`config.mk`:
```
export PLATFORM = sky130hd
export DESIGN_NAME = geq_ram
export DESIGN_NICKNAME = d
export VERILOG_FILES = /design/src/rtl/geq_ram.sv
export SDC_FILE = /design/constraint.sdc
export NUM_CORES = 1
export LEC_CHECK = 0
export ABC_AREA = 1
export BUFFER_PORTS_ARGS = -buffer_cell sky130_fd_sc_hd__buf_2
export CORE_ASPECT_RATIO = 1.4
export CORE_UTILIZATION = 50
export DETAILED_ROUTE_END_ITERATION = 12
export GPL_ROUTABILITY_DRIVEN = 0
export PLACE_DENSITY = 0.79
export SLEW_MARGIN = 10
export SYNTH_ARGS = -nofsm -noshare
export SYNTH_HDL_FRONTEND = slang
export SYNTH_SLANG_ARGS = --single-unit
```
`constraint.sdc`:
```
create_clock -name clk -period 2 [get_ports clk]
set_input_delay 0.1 -clock clk [delete_from_list [all_inputs] [get_ports clk]]
set_output_delay 0.1 -clock clk [all_outputs]
set_load 0.1 [all_outputs]
```
`src/rtl/geq_ram.sv`:
```
module geq_ram #(
  parameter int WIDTH = 32,
  parameter int DEPTH = 16,
  localparam int AW = (DEPTH > 1) ? $clog2(DEPTH) : 1
) (
  input  logic             clk,
  input  logic             we,
  input  logic [AW-1:0]    waddr,
  input  logic [WIDTH-1:0] wdata,
  input  logic             re,
  input  logic [AW-1:0]    raddr,
  output logic [WIDTH-1:0] rdata
);

  logic [WIDTH-1:0] mem [DEPTH];
  logic [WIDTH-1:0] rdata_r;

  always_ff @(posedge clk) begin
    if (we) begin
      mem[waddr] <= wdata;
    end
    // hold read data until the next read
    if (re) begin
      rdata_r <= mem[raddr];
    end
  end

  assign rdata = rdata_r;

endmodule

```
==> metrics.md <==
| Metric | Value |
|---|---|
| Leakage | `0.0110 µW` |
| Setup TNS | `0 ns` |
| Fin. max-slew vios | `0` |
| Largest net degree at the start of global routing | `94` |
| GR met2 Demand/Resource | `40.6%` |
| FMAX | `650 MHz` |
| Cell family with most CP delay | `buffers and inverters` |
| Reg area | `16300 µm²` |
| Endpoints failing hold | `0` |
| Yosys warns | `0` |
| Worst EP required | `1.90 ns` |
| RR Startpoint | `mem[9][1]` |
| RSZ-0062 raised after global routing | `no` |
| Hold Path Stages | `2` |
| I/O Buffers | `74` |
| TritonCTS Buffers | `46` |
| DR vias | `15500` |
| Count of different cell masters after synthesis | `14` |
| DRT Wirelength | `54600 µm` |
| Routing usage on met1 | `28.8%` |
| Initial antenna violation count | `1` |
| Post-synthesis average cell area | `10.9 µm²` |
| Synth Register Bits | `544` |
| Final Skew | `0.0145 ns` |
| Fin crit period | `1.54 ns` |
| # H-tree levels | `2` |
| 1st-iter DRT viols | `1976` |
| Core area | `45200 µm²` |
| Initial core utilization | `51.0%` |
| Min-Delay Startpoint | `re` |
| Relative slew slack | `63.6%` |
| Multi-input logic area | `4670 µm²` |
| Clock Sink Count | `544` |
| CP Data Arrival Time | `1.44 ns` |
| Dpl cells | `2742` |
| Busiest grt layer | `met2` |
| Place WS | `0.431 ns` |
| Finished Layout Cells | `2858` |
| Tcrit/Tclk final | `76.9%` |
| Crit-path cells | `buf_2` |
| Die W | `183 µm` |
| CTS tree | `done` |
| Power Density | `915 nW/µm²` |
| Vias/cell | `5.42` |
| Startpoint class of the critical path | `flip-flop` |
| Number of max-cap violations | `0` |
| ANT nets after route | `0` |
| Mapped cell area | `23100 µm²` |
| Vias in the first global route | `15800` |
| Buf+Inv Stages, Crit Path | `1` |
| Setup CP Type | `reg2out` |
| Reg2reg end | `rdata[1]` |
| Total Routing Usage GR | `23.6%` |
| Worst reg-to-reg setup slack | `0.82 ns` |
| Min-Delay Path Class | `in2reg` |
| Gr ovfl total | `0` |
| Global Route met3 Usage | `3.51%` |
| Layout cells sized above 1 | `9.03%` |
| Chip height | `256 µm` |
| Crit path launch | `rdata[10]` |
| Hpwl dp | `28900 µm` |
| Crit. End Element | `output pin` |
| Skew-Pair Late Insertion Delay | `0.56 ns` |
| Area Growth Syn to Fin | `13.5%` |
| Die footprint | `47000 µm²` |
| Hold_ws | `0.0415 ns` |
| Worst setup margin | `0.462 ns` |
| # setup viols final | `0` |
| Slew at the pin with the worst max-slew slack | `0.545 ns` |
| Outcome | `complete, no violations` |
| DRT Pass-1 Iters | `6` |
| Rows | `92` |
| Finished Core Util | `57.8%` |
| CTS Buffer Depth | `3` |
| Clock-pin slew on the worst setup and hold paths | `0.07 ns` |
| CTS root buf | `clkbuf_16` |
| Hold Crit Endpoint | `rdata[0]` |
| First-pass GRT wire length | `84900 µm` |
| NumNets Final | `2254` |
| Seq/Total Area, Yosys | `70.9%` |
| Syn Nets | `2163` |
| Drc violations | `0` |
| Max VDD drop | `617 µV` |
| Post-Syn Instances | `2120` |
| # fillers | `3329` |
| Worst path slowest cell | `buf_2` |
| # diodes | `0` |
| Per-cell routed wire length | `19.1 µm` |
| Worst reg-to-reg path cell count | `6` |
| Worst-path maximum fanout | `1` |
| Max stage delay on crit path | `0.46 ns` |
| # IOs | `75` |
[cell usage in the layout (no fill, tap or decap)]
cell / count
clkinv_4: 1
clkinvlp_4: 4
inv_1: 387
inv_4: 1
buf_12: 31
inv_6: 2
clkbuf_16: 49
dlygate4sd3_1: 32
buf_4: 12
nand3_1: 385
buf_2: 72
nor2_1: 1
clkinv_2: 8
buf_6: 1
nor2_4: 16
nand2_1: 677
nand3b_1: 2
edfxtp_1: 544
bufinv_16: 5
clkinv_1: 9
clkbuf_1: 7
inv_2: 1
[final cells by class]
| type | instances | share of cell area [%] |
|---|---|---|
| inverters | 390 | 5.62 |
| clock buffers | 56 | 4.79 |
| well taps | 611 | 2.92 |
| repair buffers | 148 | 5.36 |
| multi-input cells | 1081 | 17.8 |
| clock inverters | 28 | 1.04 |
| flip-flops and latches | 544 | 62.4 |
[synth_stat cells]
| cell | n | share of area (%) |
|---|---|---|
| nand2_1 | 677 | 11 |
| nor2_1 | 17 | 0.28 |
| buf_2 | 41 | 0.89 |
| edfxtp_1 | 544 | 71 |
| nand3b_1 | 2 | 0.065 |
| inv_1 | 388 | 6.3 |
| clkbuf_1 | 14 | 0.23 |
| inv_2 | 1 | 0.016 |
| nand3_1 | 385 | 8.4 |
| buf_6 | 29 | 1.4 |
| buf_12 | 1 | 0.087 |
| buf_1 | 14 | 0.23 |
| buf_4 | 6 | 0.20 |
| inv_4 | 1 | 0.027 |
[metal layers]
metal / vias to the layer above / wire length, µm
met3: 192 / 4930
li1: 7047 / -
met1: 7337 / 19200
met4: 2 / 2460
met5: - / 13
met2: 908 / 28000
[worst max-delay path by stage]
stage,cells past startpoint,to
floorplan,2,mem[10][0]
global placement,8,rdata[4]
detailed placement,8,rdata[4]
CTS,1,rdata[7]
global route,1,rdata[7]
finish,1,rdata[10]
[metrics by stage]
| stage | area, µm² | total power, µW |
|---|---|---|
| floorplan | 23100 | 14400 |
| global placement | 24300 | 15000 |
| detailed placement | 24300 | 15000 |
| CTS | 26200 | 24000 |
| global route | 26200 | 24500 |
| finish | 26200 | 23900 |
[flip-flops by register name, summed over array words and instances (netlist names)]
| signal | count |
|---|---|
| rdata | 32 |
| mem | 512 |
[cell families (layout without fill, tap and decap cells)]
group,Yosys count,in the layout,share of synthesized area [%]
buffers and inverters,495,622,9.41
flip-flops,544,544,70.9
AND/OR/NAND/NOR,1081,1081,19.7
[timing repair]
item	in CTS	in global routing
gates resized for setup	0	0
endpoints found under the hold margin	512	0
buffers inserted	0	0
hold buffers	32	0
[power by group]
part           internal, µW  switching (µW)
Sequential            12800            77.3
Clock                  5120            3950
Combinational           486            1460
Total                 18400            5490
Power figures use the tool's default switching activity.
