**src/rtl/geq_pkg.sv**
```systemverilog
package geq_pkg;

  // delay and running-value format: Q9.23 in 32 bits
  localparam int DELAY_W   = 32;
  localparam int ACC_W     = 64;
  localparam int COEF_FRAC = 22;
  localparam int GAIN_FRAC = 19;

  // -1.005 in Q2.22
  localparam int K_W = 24;
  localparam logic signed [K_W-1:0] NEG_ONE_P005 = -24'sd4215276;

  localparam int BAND_W     = 4;
  localparam int CFG_IDX_W  = 2;
  localparam int CFG_DATA_W = 4;

  localparam logic [CFG_IDX_W-1:0] REG_ENABLE       = 2'd0;
  localparam logic [CFG_IDX_W-1:0] REG_NUM_CHANNELS = 2'd1;
  localparam logic [CFG_IDX_W-1:0] REG_ACTIVE_BANDS = 2'd2;

  localparam logic [CFG_DATA_W-1:0] RESET_NUM_CHANNELS = 4'd2;
  localparam logic [CFG_DATA_W-1:0] RESET_ACTIVE_BANDS = 4'd10;

  localparam logic ACT_SAMPLE = 1'b0;
  localparam logic ACT_LOAD   = 1'b1;

  typedef enum logic [2:0] {
    MS_Y_B0,
    MS_D1_A0,
    MS_D2_A1,
    MS_D2_K,
    MS_M_G
  } mul_sel_t;

  typedef struct packed {
    logic     y_load;
    mul_sel_t mul_sel;
    logic     acc_ld;
    logic     acc_add;
    logic     w_cap;
    logic     m_cap;
    logic     y_upd;
  } mac_ctl_t;

endpackage

```
**src/rtl/geq_mac.sv**
```systemverilog
module geq_mac #(
  parameter int SAMPLE_WIDTH = 24,
  parameter int COEF_WIDTH   = 24
) (
  input  logic                                   clk,
  input  geq_pkg::mac_ctl_t                      ctl,
  input  logic signed [SAMPLE_WIDTH-1:0]         sample,
  input  logic signed [geq_pkg::DELAY_W-1:0]     d1,
  input  logic signed [geq_pkg::DELAY_W-1:0]     d2,
  input  logic signed [COEF_WIDTH-1:0]           a0,
  input  logic signed [COEF_WIDTH-1:0]           a1,
  input  logic signed [COEF_WIDTH-1:0]           b0,
  input  logic signed [COEF_WIDTH-1:0]           g,
  output logic signed [SAMPLE_WIDTH-1:0]         y_sat,
  output logic signed [geq_pkg::DELAY_W-1:0]     w
);

  localparam int DW   = geq_pkg::DELAY_W;
  localparam int AW   = geq_pkg::ACC_W;
  localparam int MB_W = (COEF_WIDTH > geq_pkg::K_W) ? COEF_WIDTH : geq_pkg::K_W;
  localparam int PW   = DW + MB_W;

  localparam logic signed [DW:0] S_MAX = (DW+1)'((64'sd1 <<< (SAMPLE_WIDTH - 1)) - 64'sd1);
  localparam logic signed [DW:0] S_MIN = -S_MAX - (DW+1)'(1);

  function automatic logic signed [AW-1:0] sat_acc(input logic signed [AW:0] x);
    logic signed [AW-1:0] res;
    if (x[AW] != x[AW-1]) begin
      res = x[AW] ? {1'b1, {(AW-1){1'b0}}} : {1'b0, {(AW-1){1'b1}}};
    end else begin
      res = x[AW-1:0];
    end
    return res;
  endfunction

  function automatic logic signed [DW-1:0] sat_dly(input logic signed [AW-1:0] x);
    logic [AW-DW:0]       top;
    logic signed [DW-1:0] res;
    top = x[AW-1:DW-1];
    if (top == '0 || top == '1) begin
      res = x[DW-1:0];
    end else begin
      res = x[AW-1] ? {1'b1, {(DW-1){1'b0}}} : {1'b0, {(DW-1){1'b1}}};
    end
    return res;
  endfunction

  logic signed [DW-1:0]   opa;
  logic signed [MB_W-1:0] opb;
  logic signed [PW-1:0]   prod_r;
  logic signed [AW-1:0]   acc_r;
  logic signed [DW-1:0]   y_r;
  logic signed [DW-1:0]   w_r;
  logic signed [DW-1:0]   m_r;
  logic signed [AW:0]     sum;
  logic signed [AW-1:0]   sum_sat;
  logic signed [AW-1:0]   mv;
  logic signed [AW-1:0]   yv;
  logic signed [DW-1:0]   w_nxt;
  logic signed [DW-1:0]   m_nxt;
  logic signed [DW-1:0]   y_nxt;

  always_comb begin
    unique case (ctl.mul_sel)
      geq_pkg::MS_Y_B0: begin
        opa = y_r;
        opb = MB_W'(b0);
      end
      geq_pkg::MS_D1_A0: begin
        opa = d1;
        opb = MB_W'(a0);
      end
      geq_pkg::MS_D2_A1: begin
        opa = d2;
        opb = MB_W'(a1);
      end
      geq_pkg::MS_D2_K: begin
        opa = d2;
        opb = MB_W'(geq_pkg::NEG_ONE_P005);
      end
      geq_pkg::MS_M_G: begin
        opa = m_r;
        opb = MB_W'(g);
      end
      default: begin
        opa = y_r;
        opb = MB_W'(b0);
      end
    endcase
  end

  assign sum     = (AW+1)'(acc_r) + (AW+1)'(prod_r);
  assign sum_sat = sat_acc(sum);
  assign w_nxt   = sat_dly(sum_sat >>> geq_pkg::COEF_FRAC);
  // difference term: w minus 1.005 of the older delay
  assign mv      = (AW'(w_r) <<< geq_pkg::COEF_FRAC) + AW'(prod_r);
  assign m_nxt   = sat_dly(mv >>> geq_pkg::COEF_FRAC);
  assign yv      = AW'(y_r) + (AW'(prod_r) >>> geq_pkg::GAIN_FRAC);
  assign y_nxt   = sat_dly(yv);

  always_ff @(posedge clk) begin
    prod_r <= PW'(opa) * PW'(opb);
    if (ctl.acc_ld) begin
      acc_r <= AW'(prod_r);
    end else if (ctl.acc_add) begin
      acc_r <= sum_sat;
    end
    if (ctl.w_cap) begin
      w_r <= w_nxt;
    end
    if (ctl.m_cap) begin
      m_r <= m_nxt;
    end
    if (ctl.y_load) begin
      y_r <= DW'(sample);
    end else if (ctl.y_upd) begin
      y_r <= y_nxt;
    end
  end

  always_comb begin
    if ((DW+1)'(y_r) > S_MAX) begin
      y_sat = SAMPLE_WIDTH'(S_MAX);
    end else if ((DW+1)'(y_r) < S_MIN) begin
      y_sat = SAMPLE_WIDTH'(S_MIN);
    end else begin
      y_sat = SAMPLE_WIDTH'(y_r);
    end
  end

  assign w = w_r;

endmodule

```
**config.mk**
```make
export PLATFORM = sky130hd
export DESIGN_NAME = geq_mac
export DESIGN_NICKNAME = d
export VERILOG_FILES = /design/src/rtl/geq_pkg.sv /design/src/rtl/geq_mac.sv
export SDC_FILE = /design/constraint.sdc
export NUM_CORES = 2
export LEC_CHECK = 0
export BUFFER_PORTS_ARGS = -buffer_cell sky130_fd_sc_hd__buf_2
export CORE_MARGIN = 2
export CORE_UTILIZATION = 40
export DETAILED_ROUTE_END_ITERATION = 10
export RECOVER_POWER = 25
export SETUP_SLACK_MARGIN = 0.3
export SYNTH_ARGS = -nofsm -noshare
export SYNTH_HDL_FRONTEND = slang
export SYNTH_SLANG_ARGS = --single-unit
export TNS_END_PERCENT = 5
```
**constraint.sdc**
```tcl
create_clock -name clk -period 15.2 [get_ports clk]
set_clock_uncertainty 0.15 [all_clocks]
set_input_delay 4.56 -clock clk [delete_from_list [all_inputs] [get_ports clk]]
set_output_delay 4.56 -clock clk [all_outputs]
set_load 0.005 [all_outputs]
```
==> results.py <==
metrics = {
    "route": {
        "drt-pass1-iter-count": 6,
        "drc": 0,
        "totalWireLength_mm": 158,
        "vias": 36900,
        "detail_route.iter0.violations": 3339,
        "wire_per_inst_um": 24.1,
        "viasPerCell": 5.65,
        "top_layer": "met5",
        "wl_met3_mm": 13.9,
        "drt-met1-wl_mm": 65.1,
        "dr_wl_met2_mm": 72.1,
        "drtAntennaViolNets": 0,
    },
    "grt": {
        "grt_pass1_wl_mm": 236,
        "grt.total_usage": 0.281,
        "grt_max_degree": 84,
        "antenna_found_initial": 4,
        "grt_pass1_vias": 37100,
        "grt_remaining_overflow": 0,
    },
    "timing": {
        "setup-violations-final": 0,
        "rsz0062_at_grt": "no",
        "hold_violations": 0,
        "relSlewSlack": -1.12,
        "period_needed_ps": 14030,
        "fin_tns_setup_ps": 0,
        "timing.fmax_mhz": 71.3,
        "fin_crit_sh": 0.923,
        "tightest_slew_ps": 3150,
        "slew_viol_final": 140,
    },
    "yosys": {
        "synthArstFlopShare": 0,
        "synthCells": 4963,
        "synth_top_cells_by_count": "inv_1, fa_1, nor2_1",
        "synth_most_common_cell": "inv_1",
        "syn_area_um2": 44000,
        "synth_top_area_frac": 0.358,
        "synth.yosys.seq_area_share": 0.135,
        "yosys_warnings": 0,
        "ys_top_cells_by_area": "fa_1, edfxtp_1, ha_1",
        "synth.distinct_cells": 90,
        "ys.flop_type": "edfxtp_1",
        "synth_top_area_cell": "fa_1",
        "synth_edf_count": 160,
        "ys_seq_elements": 216,
        "synth.avg_cell_area_um2": 8.86,
        "syn-num-nets": 6230,
    },
    "die": {
        "core_area_um2": 109000,
        "dieWidth_um": 336,
        "num_rows": 121,
        "pin_count": 250,
        "die-area_um2": 113000,
        "start_util": 0.404,
        "die_h_um": 336,
    },
    "worst_setup_path": {
        "crit_buf_inv": 6,
        "timing.rr.start": "y_r[10]$_DFFE_PP_",
        "worstPathArrival_ps": 14320,
        "path_class": "input pin to flop",
        "endpoint_kind": "flop",
        "cp_max_fo": 39,
        "r2r_end": "prod_r[55]$_DFF_P_",
        "rr_worst_depth": 29,
        "cpPeakStageDelay_ps": 620,
        "worstPathRequired_ps": 15480,
        "critical-path-top-delay-family": "adder cells",
        "r2r_setup_slack_ps": 5490,
        "slowest_stage": "mux2_2",
        "startpoint_type": "input pin",
        "timing.critical_path.mode_cell": "fa_1",
    },
    "clocking": {
        "clockBufferDepth": 3,
        "tritoncts.num_buffers": 26,
        "htreeDepth": 1,
        "insertion_delay_ps": 570,
        "cts_tree": "done",
        "numClockSinks": 216,
        "post_cts_buffers": 0,
        "hold_buffers": 0,
        "cts_resized": 0,
        "clk_pin_slew_ps": 60,
        "root_buffer": "clkbuf_16",
    },
    "finish": {
        "num_antenna_cells": 0,
        "drive_gt1_frac": 0.0990,
        "fillers": 10900,
        "area_growth_syn_to_layout_pct": 8.88,
        "nNetsFinal": 6370,
    },
    "hold_path": {
        "hold_depth": 2,
        "min-delay-start": "prod_r[0]$_DFF_P_",
        "min_to": "acc_r[0]$_DFFE_PP_",
        "hp-class": "flop to flop",
    },
    "run_status": {
        "violations": "capacitance limit, slew limit",
        "status": "finished with violations",
    },
    "place": {
        "io_buffers": 249,
        "gp_congestion": 1.00,
        "dp_hpwl_mm": 130,
    },
    "job": {
        "max-cap-violations": 4,
    },
}
==> kinds of logic after synthesis <==
kind of cell	synth area share
flip-flops	0.135
AND/OR/NAND/NOR	0.137
buffers and inverters	0.0908
adder cells (fa/ha/maj)	0.439
AO/OA/AOI/OAI	0.133
XOR/XNOR	0.0360
multiplexers	0.0294
==> how the worst max path moves through the flow <==
stage          slack [ps]   start  cells past startpoint                  to
2_1_floorplan        2030  ctl[5]                     33  prod_r[55]$_DFF_P_
3_3_place_gp          780  ctl[5]                     31  prod_r[55]$_DFF_P_
3_5_place_dp          780  ctl[5]                     29  prod_r[55]$_DFF_P_
4_1_cts              1340  ctl[5]                     29  prod_r[55]$_DFF_P_
5_1_grt               800  ctl[5]                     32  prod_r[55]$_DFF_P_
6_report             1170  ctl[5]                     31  prod_r[55]$_DFF_P_
==> layout by cell type (no fill, tap or decap), types with 27 or more instances in the layout <==
cell	n
a21oi_1	298
dfxtp_1	56
clkbuf_16	27
xor2_1	63
nor2b_1	29
nand4_1	31
buf_4	94
mux2i_1	83
nand2_1	516
o21bai_1	33
nand3_1	43
buf_2	237
o21ai_0	174
ha_1	286
fa_1	786
xnor2_1	117
a21o_1	78
and2_1	33
nand2b_1	51
inv_1	819
mux2_2	41
edfxtp_1	160
nor2_1	591
nor3_1	38
o21a_1	50
==> per-stage QoR <==
| stage | util | instance area [um2] | hold slack [ps] | setup slack [ps] | std cells |
|---|---|---|---|---|---|
| 2_1_floorplan | - | 44000 | 359 | 2030 | 4963 |
| 3_3_place_gp | 0.431 | 47000 | 387 | 784 | 6489 |
| 3_5_place_dp | 0.431 | 47000 | 397 | 775 | 6489 |
| 4_1_cts | 0.440 | 47900 | 410 | 1340 | 6536 |
| 5_1_grt | 0.439 | 47900 | 446 | 796 | 6536 |
| 6_report | 0.439 | 47900 | 400 | 1170 | 6536 |
==> worst register-to-register path: cells and delay by family, from the launching register on <==
family,cells,cell delay [ps]
compound gates,10,2910
xor+xnor,1,80
fa+ha+maj,8,3930
buf+inv,4,210
flops,1,680
mux,2,880
simple gates,4,750
==> sequential cells by signal, summed over array words and instances, names as in the netlist <==
| signal | cells |
|---|---|
| acc_r | 64 |
| prod_r | 56 |
| m_r | 32 |
| w | 32 |
| y_r | 32 |
==> cell type report <==
class	count	area [um2]	share of cell area
multi-input combinational	3696	34200	0.715
tap	1414	1770	0.0369
clock buffer	34	722	0.0151
clock inverter	13	198	0.00413
sequential	216	5930	0.124
inverter	821	3080	0.0643
timing repair buffer	342	1970	0.0410
==> per-layer routing <==
metal | vias to the layer above | global-route usage
li1 | 16300 | -
met1 | 18700 | 0.384
met2 | 1690 | 0.451
met3 | 249 | 0.0472
met4 | 2 | 0.0952
met5 | - | 0
Power is not shown: default switching activity piles up to over one toggle a cycle in this logic, so the estimate is an artifact.
